===== src/hdl/rtt_pkg.sv =====
// Shared types and codes for the retransmit timeout tracker.
package rtt_pkg;
   localparam logic [1:0] REQ_SEND = 2'd0;
   localparam logic [1:0] REQ_DATA = 2'd1;
   localparam logic [1:0] REQ_TICK = 2'd2;

   localparam logic [2:0] EV_SENT    = 3'd0;
   localparam logic [2:0] EV_ACCEPT  = 3'd1;
   localparam logic [2:0] EV_LATE    = 3'd2;
   localparam logic [2:0] EV_OOO     = 3'd3;
   localparam logic [2:0] EV_TIMEOUT = 3'd4;
   localparam logic [2:0] EV_IDLE    = 3'd5;
   localparam logic [2:0] EV_FULL    = 3'd6;

   localparam int SEQ_W = 32;

   // controller to datapath
   typedef struct packed {
      logic load;      // latch request, start
      logic scan_clr;  // reset scan pointer
      logic scan;      // examine entry at scan pointer
      logic decide;    // settle outcome from scan
      logic comp_clr;  // reset compaction pointers
      logic comp;      // move one entry
      logic finish;    // commit scalars, load result
   } cmd_type;

   // datapath to controller
   typedef struct packed {
      logic scan_done;
      logic comp_done;
      logic need_comp;
   } sts_type;
endpackage


===== src/hdl/rtt_ram.sv =====
// Generic single-port-write, one-read RAM with registered read.
module rtt_ram #(
   parameter int WIDTH = 32,
   parameter int DEPTH = 16
) (
   input  logic                     clock,
   input  logic                     wr_en,
   input  logic [$clog2(DEPTH)-1:0] wr_addr,
   input  logic [WIDTH-1:0]         wr_data,
   input  logic [$clog2(DEPTH)-1:0] rd_addr,
   output logic [WIDTH-1:0]         rd_data
);
   logic [WIDTH-1:0] mem [DEPTH];

   always_ff @(posedge clock) begin
      if (wr_en) mem[wr_addr] <= wr_data;
      rd_data <= mem[rd_addr];
   end
endmodule


===== src/hdl/rtt_ctrl.sv =====
// Sequencing controller for the tracker.
module rtt_ctrl import rtt_pkg::*; (
   input  logic    clock,
   input  logic    reset,
   input  logic    req_tvalid,
   output logic    req_tready,
   output logic    rsp_tvalid,
   input  logic    rsp_tready,
   output cmd_type cmd,
   input  sts_type sts
);
   localparam logic [2:0] S_IDLE = 3'd0;
   localparam logic [2:0] S_PRE  = 3'd1;
   localparam logic [2:0] S_SCAN = 3'd2;
   localparam logic [2:0] S_DEC  = 3'd3;
   localparam logic [2:0] S_COMP = 3'd4;
   localparam logic [2:0] S_FIN  = 3'd5;
   localparam logic [2:0] S_OUT  = 3'd6;

   logic [2:0] state_ff, state_in;

   assign req_tready = (state_ff == S_IDLE);
   assign rsp_tvalid = (state_ff == S_OUT);

   always_comb begin
      state_in = state_ff;
      cmd = '0;
      unique case (state_ff)
         S_IDLE: if (req_tvalid) begin
            cmd.load = 1'b1;
            cmd.scan_clr = 1'b1;
            state_in = S_PRE;
         end
         S_PRE: state_in = S_SCAN;  // first read in flight
         S_SCAN: begin
            cmd.scan = 1'b1;
            if (sts.scan_done) state_in = S_DEC;
         end
         S_DEC: begin
            cmd.decide = 1'b1;
            cmd.comp_clr = 1'b1;
            state_in = S_COMP;
         end
         S_COMP: begin
            if (!sts.need_comp || sts.comp_done) state_in = S_FIN;
            else cmd.comp = 1'b1;
         end
         S_FIN: begin
            cmd.finish = 1'b1;
            state_in = S_OUT;
         end
         S_OUT: if (rsp_tready) state_in = S_IDLE;
         default: state_in = S_IDLE;
      endcase
   end

   always_ff @(posedge clock) begin
      if (reset) state_ff <= S_IDLE;
      else state_ff <= state_in;
   end
endmodule


===== src/hdl/rtt_dp.sv =====
// Datapath: queue memories, scan, compaction and scalar state.
module rtt_dp import rtt_pkg::*; #(
   parameter int PENDING_DEPTH = 16,
   parameter int TIME_WIDTH    = 40,
   parameter int TIMEOUT_WIDTH = 24
) (
   input  logic                          clock,
   input  logic                          reset,
   input  logic                          cfg_we,
   input  logic [23:0]                   cfg_data,
   input  logic [1:0]                    in_type,
   input  logic [SEQ_W-1:0]              in_seq,
   input  cmd_type                       cmd,
   output sts_type                       sts,
   output logic [2:0]                    o_code,
   output logic [SEQ_W-1:0]              o_seq,
   output logic [TIMEOUT_WIDTH-1:0]      o_timeout,
   output logic [SEQ_W-1:0]              o_next,
   output logic [$clog2(PENDING_DEPTH+1)-1:0] o_total
);
   localparam int AW = $clog2(PENDING_DEPTH);
   localparam int CW = $clog2(PENDING_DEPTH+1);
   localparam logic [TIMEOUT_WIDTH-1:0] TO_MAX = '1;

   logic [1:0]               type_ff;
   logic [SEQ_W-1:0]         dseq_ff;
   logic [CW-1:0]            total_ff;
   logic [SEQ_W-1:0]         next_ff;
   logic [TIMEOUT_WIDTH-1:0] tout_ff;
   logic [1:0]               run_ff;
   logic [TIME_WIDTH-1:0]    time_ff;
   logic [CW-1:0]            rd_ff;   // scan / compaction read pointer
   logic [CW-1:0]            wr_ff;   // compaction write pointer
   logic                     found_ff;
   logic [CW-1:0]            pos_ff;
   logic [TIME_WIDTH-1:0]    best_ff;
   logic [SEQ_W-1:0]         gone_ff;
   logic [2:0]               code_ff;
   logic [SEQ_W-1:0]         eseq_ff;

   logic [SEQ_W-1:0]      num_rd;
   logic [TIME_WIDTH-1:0] dl_rd;
   logic                  wr_en;
   logic [AW-1:0]         wr_addr;
   logic [SEQ_W-1:0]      wr_num;
   logic [TIME_WIDTH-1:0] wr_dl;
   logic [CW-1:0]         rd_addr_full;
   logic [CW-1:0]         idx;     // index of entry whose data is on num_rd
   logic                  full;
   logic                  keep;
   logic                  comp_step;

   assign full = (total_ff >= CW'(PENDING_DEPTH));
   assign idx = rd_ff - CW'(1);

   // data on the read port belongs to the entry one below rd_ff
   always_comb begin
      rd_addr_full = rd_ff;
      if (cmd.scan_clr || cmd.comp_clr) rd_addr_full = '0;
   end

   rtt_ram #(.WIDTH(SEQ_W), .DEPTH(PENDING_DEPTH)) u_num (
      .clock(clock), .wr_en(wr_en), .wr_addr(wr_addr), .wr_data(wr_num),
      .rd_addr(rd_addr_full[AW-1:0]), .rd_data(num_rd));
   rtt_ram #(.WIDTH(TIME_WIDTH), .DEPTH(PENDING_DEPTH)) u_dl (
      .clock(clock), .wr_en(wr_en), .wr_addr(wr_addr), .wr_data(wr_dl),
      .rd_addr(rd_addr_full[AW-1:0]), .rd_data(dl_rd));

   // compaction writes only when rd_ff>0 (data of idx present)
   assign comp_step = cmd.comp && rd_ff != '0;

   // compaction keeps entries after the match (data) or above gone (tick)
   always_comb begin
      if (type_ff == REQ_DATA) keep = (idx > pos_ff);
      else keep = (num_rd > gone_ff);
   end

   always_comb begin
      wr_en = 1'b0;
      wr_addr = total_ff[AW-1:0];
      wr_num = next_ff;
      wr_dl = time_ff + TIME_WIDTH'(tout_ff);
      if (cmd.decide && type_ff == REQ_SEND && !full) wr_en = 1'b1;
      else if (comp_step && keep) begin
         wr_en = 1'b1;
         wr_addr = wr_ff[AW-1:0];
         wr_num = num_rd;
         wr_dl = dl_rd;
      end
   end

   // scan: rd_ff counts entries examined+1; data at idx valid when rd_ff>0
   assign sts.scan_done = (type_ff != REQ_DATA && type_ff != REQ_TICK) ||
                          (rd_ff > total_ff) ||
                          (type_ff == REQ_DATA && found_ff);
   assign sts.comp_done = (rd_ff > total_ff);
   assign sts.need_comp = (code_ff == EV_ACCEPT) || (code_ff == EV_OOO) ||
                          (code_ff == EV_TIMEOUT);

   logic [TIME_WIDTH-1:0] now;
   assign now = time_ff;

   always_ff @(posedge clock) begin
      if (reset) time_ff <= '0;
      else if (cmd.load && in_type == REQ_TICK) time_ff <= time_ff + TIME_WIDTH'(1);
   end

   always_ff @(posedge clock) begin
      if (cmd.load) begin
         type_ff <= in_type;
         dseq_ff <= in_seq;
         found_ff <= 1'b0;
      end
      if (cmd.scan_clr) rd_ff <= '0;
      else if (cmd.comp_clr) rd_ff <= '0;
      else if (cmd.scan) begin
         rd_ff <= rd_ff + CW'(1);
         if (rd_ff != '0 && idx < total_ff) begin
            if (type_ff == REQ_DATA && !found_ff && num_rd == dseq_ff) begin
               found_ff <= 1'b1;
               pos_ff <= idx;
            end
            if (type_ff == REQ_TICK && dl_rd <= now &&
                (!found_ff || dl_rd < best_ff)) begin
               found_ff <= 1'b1;
               pos_ff <= idx;
               best_ff <= dl_rd;
               gone_ff <= num_rd;
            end
         end
      end else if (cmd.comp) begin
         rd_ff <= rd_ff + CW'(1);
         if (comp_step && keep) wr_ff <= wr_ff + CW'(1);
      end
      if (cmd.comp_clr) wr_ff <= '0;

      if (cmd.decide) begin
         unique case (type_ff)
            REQ_SEND: begin
               code_ff <= full ? EV_FULL : EV_SENT;
               eseq_ff <= next_ff;
            end
            REQ_DATA: begin
               eseq_ff <= dseq_ff;
               if (!found_ff) code_ff <= EV_LATE;
               else if (pos_ff != '0) code_ff <= EV_OOO;
               else code_ff <= EV_ACCEPT;
            end
            REQ_TICK: begin
               if (found_ff) begin
                  code_ff <= EV_TIMEOUT;
                  eseq_ff <= gone_ff;
               end else begin
                  code_ff <= EV_IDLE;
                  eseq_ff <= '0;
               end
            end
            default: begin
               code_ff <= EV_IDLE;
               eseq_ff <= '0;
            end
         endcase
      end
   end

   logic [TIMEOUT_WIDTH+1:0] cut;
   assign cut = ({2'b0, tout_ff} * (TIMEOUT_WIDTH+2)'(3)) >> 2;

   always_ff @(posedge clock) begin
      if (reset) begin
         total_ff <= '0;
         next_ff <= '0;
         run_ff <= '0;
         tout_ff <= TIMEOUT_WIDTH'(100);
      end else begin
         if (cfg_we) begin
            if (cfg_data == '0) tout_ff <= TIMEOUT_WIDTH'(1);
            else if (32'(cfg_data) > 32'(TO_MAX)) tout_ff <= TO_MAX;
            else tout_ff <= TIMEOUT_WIDTH'(cfg_data);
         end
         if (cmd.decide && type_ff == REQ_SEND && !full) begin
            total_ff <= total_ff + CW'(1);
            next_ff <= next_ff + SEQ_W'(1);
         end
         if (cmd.finish) begin
            if (sts.need_comp) total_ff <= wr_ff;
            unique case (code_ff)
               EV_LATE: next_ff <= dseq_ff;
               EV_OOO: begin
                  next_ff <= dseq_ff;
                  run_ff <= '0;
               end
               EV_ACCEPT: begin
                  if (run_ff == 2'd2) begin
                     run_ff <= '0;
                     tout_ff <= (cut == '0) ? TIMEOUT_WIDTH'(1) : cut[TIMEOUT_WIDTH-1:0];
                  end else run_ff <= run_ff + 2'd1;
               end
               EV_TIMEOUT: begin
                  next_ff <= gone_ff;
                  run_ff <= '0;
                  tout_ff <= tout_ff[TIMEOUT_WIDTH-1] ? TO_MAX : {tout_ff[TIMEOUT_WIDTH-2:0], 1'b0};
               end
               default: ;
            endcase
         end
      end
   end

   assign o_code = code_ff;
   assign o_seq = eseq_ff;
   assign o_timeout = tout_ff;
   assign o_next = next_ff;
   assign o_total = total_ff;
endmodule


===== src/hdl/retransmit_timeout_tracker.sv =====
// Top level of the retransmit timeout tracker.
//  channel | dir | contents
//  req     | in  | tuser=req_type, tdata=data_seq
//  rsp     | out | tuser=event_code, tdata=seq,timeout,upcoming,outstanding
//  csr     | in  | initial_timeout write
// A tick that times out an entry, or matched data, walks the queue memories
// once to scan and once to compact; late data and an idle tick only scan,
// and a send or an unused kind does neither.
// Reset is synchronous; the result is held until rsp_tready, and no new
// transaction is taken meanwhile.
module retransmit_timeout_tracker import rtt_pkg::*; #(
   parameter int PENDING_DEPTH = 16,
   parameter int TIME_WIDTH    = 40,
   parameter int TIMEOUT_WIDTH = 24
) (
   input  logic         clock,
   input  logic         reset,
   input  logic         req_tvalid,
   output logic         req_tready,
   input  logic [31:0]  req_tdata,  // data_seq
   input  logic [1:0]   req_tuser,  // req_type
   output logic         rsp_tvalid,
   input  logic         rsp_tready,
   // event_seq, timeout_now, upcoming_seq, outstanding
   output logic [((71+TIMEOUT_WIDTH+$clog2(PENDING_DEPTH+1))/8)*8-1:0] rsp_tdata,
   output logic [2:0]   rsp_tuser,  // event_code
   input  logic         csr_valid,
   output logic         csr_ready,
   input  logic [23:0]  csr_data
);
   localparam int CW = $clog2(PENDING_DEPTH+1);
   localparam int TDW = ((71 + TIMEOUT_WIDTH + CW) / 8) * 8;
   cmd_type cmd;
   sts_type sts;
   logic [SEQ_W-1:0] o_seq, o_next;
   logic [TIMEOUT_WIDTH-1:0] o_to;
   logic [CW-1:0] o_total;

   assign csr_ready = 1'b1;

   rtt_ctrl u_ctrl (.clock, .reset, .req_tvalid, .req_tready, .rsp_tvalid,
      .rsp_tready, .cmd, .sts);
   rtt_dp #(.PENDING_DEPTH(PENDING_DEPTH), .TIME_WIDTH(TIME_WIDTH),
      .TIMEOUT_WIDTH(TIMEOUT_WIDTH)) u_dp (
      .clock, .reset, .cfg_we(csr_valid), .cfg_data(csr_data),
      .in_type(req_tuser), .in_seq(req_tdata), .cmd, .sts,
      .o_code(rsp_tuser), .o_seq, .o_timeout(o_to), .o_next,
      .o_total);

   assign rsp_tdata = TDW'({o_total, o_next, o_to, o_seq});
endmodule


===== config.mk =====
export PLATFORM = sky130hd
export DESIGN_NAME = retransmit_timeout_tracker
export DESIGN_NICKNAME = d
export VERILOG_FILES = /design/src/hdl/rtt_pkg.sv /design/src/hdl/rtt_ram.sv /design/src/hdl/rtt_ctrl.sv /design/src/hdl/rtt_dp.sv /design/src/hdl/retransmit_timeout_tracker.sv
export SDC_FILE = /design/constraint.sdc
export NUM_CORES = 2
export LEC_CHECK = 0
export BUFFER_PORTS_ARGS = -buffer_cell sky130_fd_sc_hd__buf_2
export CELL_PAD_IN_SITES_DETAIL_PLACEMENT = 1
export CELL_PAD_IN_SITES_GLOBAL_PLACEMENT = 1
export CORE_MARGIN = 4
export CORE_UTILIZATION = 50
export CTS_BUF_LIST = sky130_fd_sc_hd__clkbuf_4
export DETAILED_ROUTE_END_ITERATION = 12
export GPL_ROUTABILITY_DRIVEN = 0
export PLACE_DENSITY_LB_ADDON = 0.1
export SYNTH_ARGS = -nofsm -noshare
export SYNTH_HDL_FRONTEND = slang
export SYNTH_SLANG_ARGS = --single-unit
export TNS_END_PERCENT = 100

===== constraint.sdc =====
create_clock -name clock -period 7.9 [get_ports clock]
set_input_delay 1.185 -clock clock [delete_from_list [all_inputs] [get_ports clock]]
set_output_delay 1.185 -clock clock [all_outputs]
set_load 0.1 [all_outputs]

# ---- Yosys cells after proc, flatten, opt, wreduce, memory -nomap -nowiden
# Memories as Yosys holds them, arrays and structs flattened. A register that Yosys moved wholly into a read port is not among the register bits.
# Index checks and enable logic that the tools add are counted.
dict set report op_classes {
  addsub 8
  multipliers 1
  order_cmp 7
  eq_ne 21
  muxes 57
  bitwise 3
  reduce_logical 39
}
# operator n
set op_table {}
lappend op_table {{32-bit two-way mux} 5}
lappend op_table {{24-bit two-way mux} 6}
lappend op_table {{32-bit one-hot mux with 3 select lines} 1}
lappend op_table {{40-bit two-way mux} 2}
lappend op_table {{32-bit one-hot mux with 2 select lines} 1}
lappend op_table {{24-bit one-hot mux with 2 select lines} 1}
lappend op_table {{40-bit by 1-bit adder with 40-bit output (second input constant)} 1}
lappend op_table {{40-bit by 24-bit adder with 40-bit output} 1}
lappend op_table {{40-bit <= comparator} 1}
lappend op_table {{40-bit less-than comparator} 1}
lappend op_table {{5-bit two-way mux} 7}
lappend op_table {{32-bit by 1-bit adder with 32-bit output (second input constant)} 1}
lappend op_table {{32-bit == test} 1}
lappend op_table {{32-bit greater-than comparator} 1}
lappend op_table {{26-bit logical NOT} 1}
lappend op_table {{24-bit by 2-bit multiplier with 26-bit output (second input constant)} 1}
lappend op_table {{24-bit logical NOT} 1}
lappend op_table {{3-bit one-hot mux with 7 select lines} 1}
lappend op_table {{3-bit two-way mux} 6}
lappend op_table {{1-bit two-way mux} 17}
lappend op_table {{5-bit by 1-bit adder with 5-bit output (second input constant)} 3}
lappend op_table {{3-bit by 2-bit == test with 1-bit output (second input constant)} 4}
lappend op_table {{3-bit == test (second input constant)} 4}
lappend op_table {{1-bit logical AND} 12}
lappend op_table {{25 further kinds} 56}
dict set report totals {
  register_bits 263
  ram_bits 1152
  in_bits 63
  out_inout_bits 102
  wordCells 154
  memories 2
}
# memory words width read_ports rd_ports_with_merged_regs wr line
set mem_list {}
lappend mem_list {u_dp.u_dl.mem 16 40 1 1 1 rtt_ram.sv:13} ;# logic [WIDTH-1:0] mem [DEPTH];
lappend mem_list {u_dp.u_num.mem 16 32 1 1 1 rtt_ram.sv:13}

# ---- Logic depth before layout (Yosys ltp)
dict set report depth {
  depth_word 13
  ltp_mapped 18
  mapped_depth_nobuf 12
}

# ---- By module
# A second synthesis with hierarchy kept.
dict set report unflattened {
  hier_cells 3947
  area_unflattened_um2 63539.7
}
# mod n_inst cells_each area_per_inst_um2 seq_area_each_um2
set modules_own_cells {}
lappend modules_own_cells {{rtt_ram (u_dp.u_dl)} 1 1040 25131.6 20019.2}
lappend modules_own_cells {{rtt_ram (u_dp.u_num)} 1 838 19835.3 16015.4}
lappend modules_own_cells {rtt_dp 1 2037 18318.8 6666.4}
lappend modules_own_cells {rtt_ctrl 1 26 216.5 60.1}
lappend modules_own_cells {retransmit_timeout_tracker 1 6 37.5 0.0}

# ---- Worst setup path before layout
# No wires, ideal clock.
dict set report synth_timing {
  path_kind {reg-to-reg}
  start {reg u_dp.rd_ff[0]}
  end {reg u_dp.best_ff[0] (enable)}
  setup_ns 0.590
  arrival_time_ns 8.066
  required_ns 7.310
  slack_ns -0.757
  stages_incl_launch_ff 15
  n_path_buf 3
  synth_period_minus_slack_ns 8.657
  cell_sequence {dfxtp_1 clkbuf_1 buf_2 clkbuf_1 inv_1 ha_1 inv_1 ha_1 nor2b_1 o21a_1 o21ai_0 nand2b_1 a2111oi_0 o221ai_1 nor3_1}
}
dict set report synth_via {
  elab_chain_len 4
  word_cells_on_any_way 5
  classes_between {1 x add/sub; 1 x order compare; 3 x reduce/logical}
}
# element line
set synth_rtl {}
lappend synth_rtl {{from (decl)} rtt_dp.sv:32} ;# logic [CW-1:0] rd_ff;
lappend synth_rtl {{from (signal assigned)} rtt_dp.sv:117} ;# rd_ff <= rd_ff + CW'(1);
lappend synth_rtl {{from (signal assigned)} rtt_dp.sv:132} ;# rd_ff <= rd_ff + CW'(1);
lappend synth_rtl {{5-bit by 1-bit subtractor with 5-bit output} rtt_dp.sv:54} ;# assign idx = rd_ff - CW'(1);
lappend synth_rtl {{named net u_dp.idx[0]} rtt_dp.sv:48} ;# logic [CW-1:0] idx;
lappend synth_rtl {{5-bit less-than comparator} rtt_dp.sv:118} ;# if (rd_ff != '0 && idx < total_ff) begin
lappend synth_rtl {{1-bit logical AND} rtt_dp.sv:118}
lappend synth_rtl {{5-bit AND reduction (no source line)} n/a}
lappend synth_rtl {{to (signal assigned)} rtt_dp.sv:127} ;# best_ff <= dl_rd;
lappend synth_rtl {{to (decl)} rtt_dp.sv:36} ;# logic [TIME_WIDTH-1:0] best_ff;
# The timed path passes the listed nets, and every way through them passes these cells.
# A chain may end at the register's enable or synchronous reset.

# ---- Final worst setup path
dict set report layout_timing {
  start {reg u_dp.rd_ff[0]}
  end {mem u_dp.u_dl.mem[2][27] (netlist name) (enable)}
}
dict set report layout_via {
  word_cells_on_any_way 16
  classes_between {1 x add/sub; 2 x order compare; 9 x mux; 4 x reduce/logical}
}
# element line
set layout_rtl {}
lappend layout_rtl {{5-bit by 1-bit subtractor with 5-bit output (*)} rtt_dp.sv:54}
lappend layout_rtl {{named net u_dp.idx[0]} rtt_dp.sv:48}
lappend layout_rtl {{5-bit greater-than comparator (*)} rtt_dp.sv:74} ;# if (type_ff == REQ_DATA) keep = (idx > pos_ff);
lappend layout_rtl {{1-bit two-way mux (*)} rtt_dp.sv:74}
lappend layout_rtl {{1-bit logical AND (*)} rtt_dp.sv:84} ;# else if (comp_step && keep) begin
lappend layout_rtl {{1-bit two-way mux} rtt_dp.sv:84}
lappend layout_rtl {{1-bit two-way mux} rtt_dp.sv:83} ;# if (cmd.decide && type_ff == REQ_SEND && !full) wr_en = 1'b1;
lappend layout_rtl {{1-bit two-way mux} rtt_ram.sv:16} ;# if (wr_en) mem[wr_addr] <= wr_data;
lappend layout_rtl {{1-bit two-way mux (implied by the code)} rtt_ram.sv:16}
lappend layout_rtl {{to (decl)} rtt_ram.sv:13}
# Mark *: on every way through the listed nets, which the timed path passes. The rest lies on a longest branch.

==> reports/qor.yml <==
setup_violations: 0
synthArstFlopShare_pct: 0
status: "finished, final reports clean"
syn_area_sq_um: 64400
stdcell_count: 6606
pwr_density_cell_nw_per_um2: 244
cap_violations: 0
switching_share_pct: 26.3
gr-usage-all-layers_pct: 27.2
cts_buffers: 399
worstHoldStart: "req_tdata[20]"
syn2layout_area_growth_pct: 12.5
layout.nets: 4886
cp-start-kind: "register"
insertion_delay_ns: 1.30
ys_types: 88
cts_resized: 0
final.period_utilization_pct: 69.0
crit_chain: "inv_1 -> ha_1 -> inv_1 -> ha_1 -> nor2b_1 -> o21ai_0 -> nand2b_1 -> a211oi_1 -> and4bb_1 -> nor2_4 -> buf_4 -> mux2i_1 -> nor2b_4 -> buf_4"
peakVddDrop_v: 0.000150
fillers: 12200
vias_per_cell: 6.06
cts_tree: "yes"
ff2ff_setup_slack_ns: 2.45
crit_arrival_ns: 6.27
synthFlopType: "edfxtp_1"
slowest_stage: "dfxtp_4"
synth_warnings: 0
core_area_sq_um: 128000
final_cell_mix: "edfxtp_1, clkbuf_4, mux2i_1"
critPathLaunch: "u_dp.rd_ff[0]$_SDFFE_PP0P_"
combPwrFrac_pct: 11.7
path_depth: 14
finalClockSkew_ns: 0.128
synth_edf_count: 1298
p_leak_nw: 26.0
grt_first_pass_wirelength_microns: 274000
grt_pass1_vias: 42500
critPathMaxFanout: 38
drt_iter0_drc: 4042
hold_violations: 0
drive_gt1_share_pct: 23.1
syn_avg_cell_area_sq_um: 15.4
ctsHoldBuffers: 15
placement_rows: 131
grt_overflow: 0
r2r_start: "u_dp.rd_ff[0]$_SDFFE_PP0P_"
fin_setup_tns_ns: 0
grt_max_degree: 156
fin_crit_ns: 5.45
relSlewSlack_pct: 6.81
port_buffers: 160
holdPathEnd: "u_dp.dseq_ff[20]$_DFFE_PP_"
hpwl_microns: 114000
path_buf_inv: 4
drtPass1Iterations: 6
mostFrequentLayoutCell: "edfxtp_1"
die_h_microns: 367
wire_per_inst_microns: 27.7
drc: 0
hold_depth: 1
cpPeakStageDelay_ns: 0.73
timing.fmax_mhz: 183
cp.required_ns: 8.72
clkSlewWorstSetupHoldPaths_ns: 0.06
tightest_slew_ns: 1.39
seqPwrFrac_pct: 50.5
antenna_left: 0
postCtsSetupRepairBufs: 0
r2r_end: "u_dp.u_dl.mem[2][27]$_DFFE_PP_"
cp-end-kind: "register"
synth.ff_latch_count: 1487
antenna_found_initial: 8
clock_sinks: 1487
placed_cells: 5878
path_delay_family: "buffers and inverters"
cts_buffer_depth: 4
vias: 40100
critical_path_class: "reg2reg"
switchingPower_mw: 4.65
root_buffer: "clkbuf_4"
totalWireLength_microns: 183000
postSynthCellCount: 4192
rsz0062_at_grt: "false"
cts-htree-levels: 5
synth-seq-area-share_pct: 66.4
drv_slew: 0
die_area_sq_um: 135000
reg2reg_depth: 14
start_util_pct: 50.4
intPower_mw: 13.0
hp-class: "in2reg"
die_w_microns: 367
p_clk_share_pct: 37.8
io-pin-count: 165
==> synthesized netlist by cell type, drive strengths merged, types with 26 or more instances <==
master / count / area [sq um]
o21ai: 116 / 581
ha: 187 / 2340
nor3: 49 / 257
o22ai: 132 / 826
a31oi: 26 / 163
mux2i: 273 / 2730
a21oi: 131 / 667
clkbuf: 153 / 574
dfxtp: 189 / 3780
xnor2: 73 / 639
inv: 152 / 571
nor2b: 27 / 169
a211oi: 28 / 215
o22a: 28 / 245
nor2: 251 / 945
buf: 65 / 368
nand4: 47 / 300
a22oi: 34 / 255
mux4: 235 / 5290
edfxtp: 1298 / 39000
nand3: 51 / 255
a222oi: 32 / 320
xor2: 67 / 587
nand2: 233 / 877
==> per-layer routing <==
layer	GRT usage, %	share of wire, %	routed length, microns	up-vias
met1	37.7	42	77800	20500
li1	-	-	-	17600
met4	8.61	2.5	4670	2
met3	7.01	8.5	15600	309
met5	0	0.0071	13	-
met2	42.6	47	85200	1627
==> per-stage QoR <==
step	utilization, %	total power, mW	setup slack (ns)	hold WS [ns]	cell area (sq um)
2_1_floorplan	-	10.5	0.870	0.408	64400
3_3_place_gp	52.7	11.1	2.45	0.419	67200
3_5_place_dp	52.7	11.2	2.40	0.420	67200
4_1_cts	56.7	17.9	2.41	0.000368	72400
5_1_grt	56.7	18.5	2.10	-0.00292	72400
6_report	56.7	17.7	2.45	0.116	72400
==> sequential cells by signal (all words and copies together) (netlist names), 3 cells and up <==
| register | flops |
|---|---|
| u_dp.best_ff | 40 |
| u_dp.o_next | 32 |
| u_dp.o_total | 5 |
| u_dp.wr_ff | 5 |
| u_ctrl.state_ff | 3 |
| u_dp.o_seq | 32 |
| u_dp.u_dl.mem | 640 |
| u_dp.dseq_ff | 32 |
| u_dp.now | 40 |
| u_dp.o_code | 3 |
| u_dp.u_dl.rd_data | 40 |
| u_dp.u_num.rd_data | 32 |
| u_dp.o_timeout | 24 |
| u_dp.gone_ff | 32 |
| u_dp.pos_ff | 5 |
| u_dp.u_num.mem | 512 |
| u_dp.rd_ff | 5 |
==> cell families (layout without fill, tap and decap cells) <==
logic type      after synthesis  in the layout  share of synthesized area, %
flops                      1487           1487                          66.4
simple gates                799            799                          5.85
compound gates              687            687                          7.13
mux                         516            516                          12.6
buf+inv                     372           1111                          2.36
fa+ha+maj                   189            189                          3.70
xor+xnor                    140            140                          1.91
other cells                   2             15                        0.0117
==> cell type report <==
cell class	count	area (sq um)	area share [%]
Tap cell	1662	2080	2.87
Inverter	154	578	0.798
Antenna cell	11	27.5	0.0380
Sequential cell	1487	42800	59.1
Clock buffer	590	4430	6.12
Timing Repair Buffer	257	1720	2.38
Multi-Input combinational cell	2335	20300	28.0
Clock inverter	110	536	0.740
==> power groups by stage <==
stage                     Clock (mW)  Sequential (mW)  Combinational, mW
after floorplan                    0             9.06               1.43
after global placement             0             9.08               2.03
after detailed placement           0             9.09               2.07
after CTS                       6.88             8.92               2.09
after global routing            7.36             8.94               2.25
final                           6.69             8.93               2.07
==> worst max path at each step <==
stage / slack (ns) / to
after floorplan: 0.87 / u_dp.u_dl.mem[2][0]$_DFFE_PP_
after global placement: 2.45 / u_dp.u_dl.mem[2][26]$_DFFE_PP_
after detailed placement: 2.40 / u_dp.u_dl.mem[2][27]$_DFFE_PP_
after CTS: 2.41 / u_dp.u_dl.mem[2][27]$_DFFE_PP_
after global routing: 2.10 / u_dp.u_dl.mem[2][27]$_DFFE_PP_
final: 2.45 / u_dp.u_dl.mem[2][27]$_DFFE_PP_
Power figures use the tool's default switching activity.
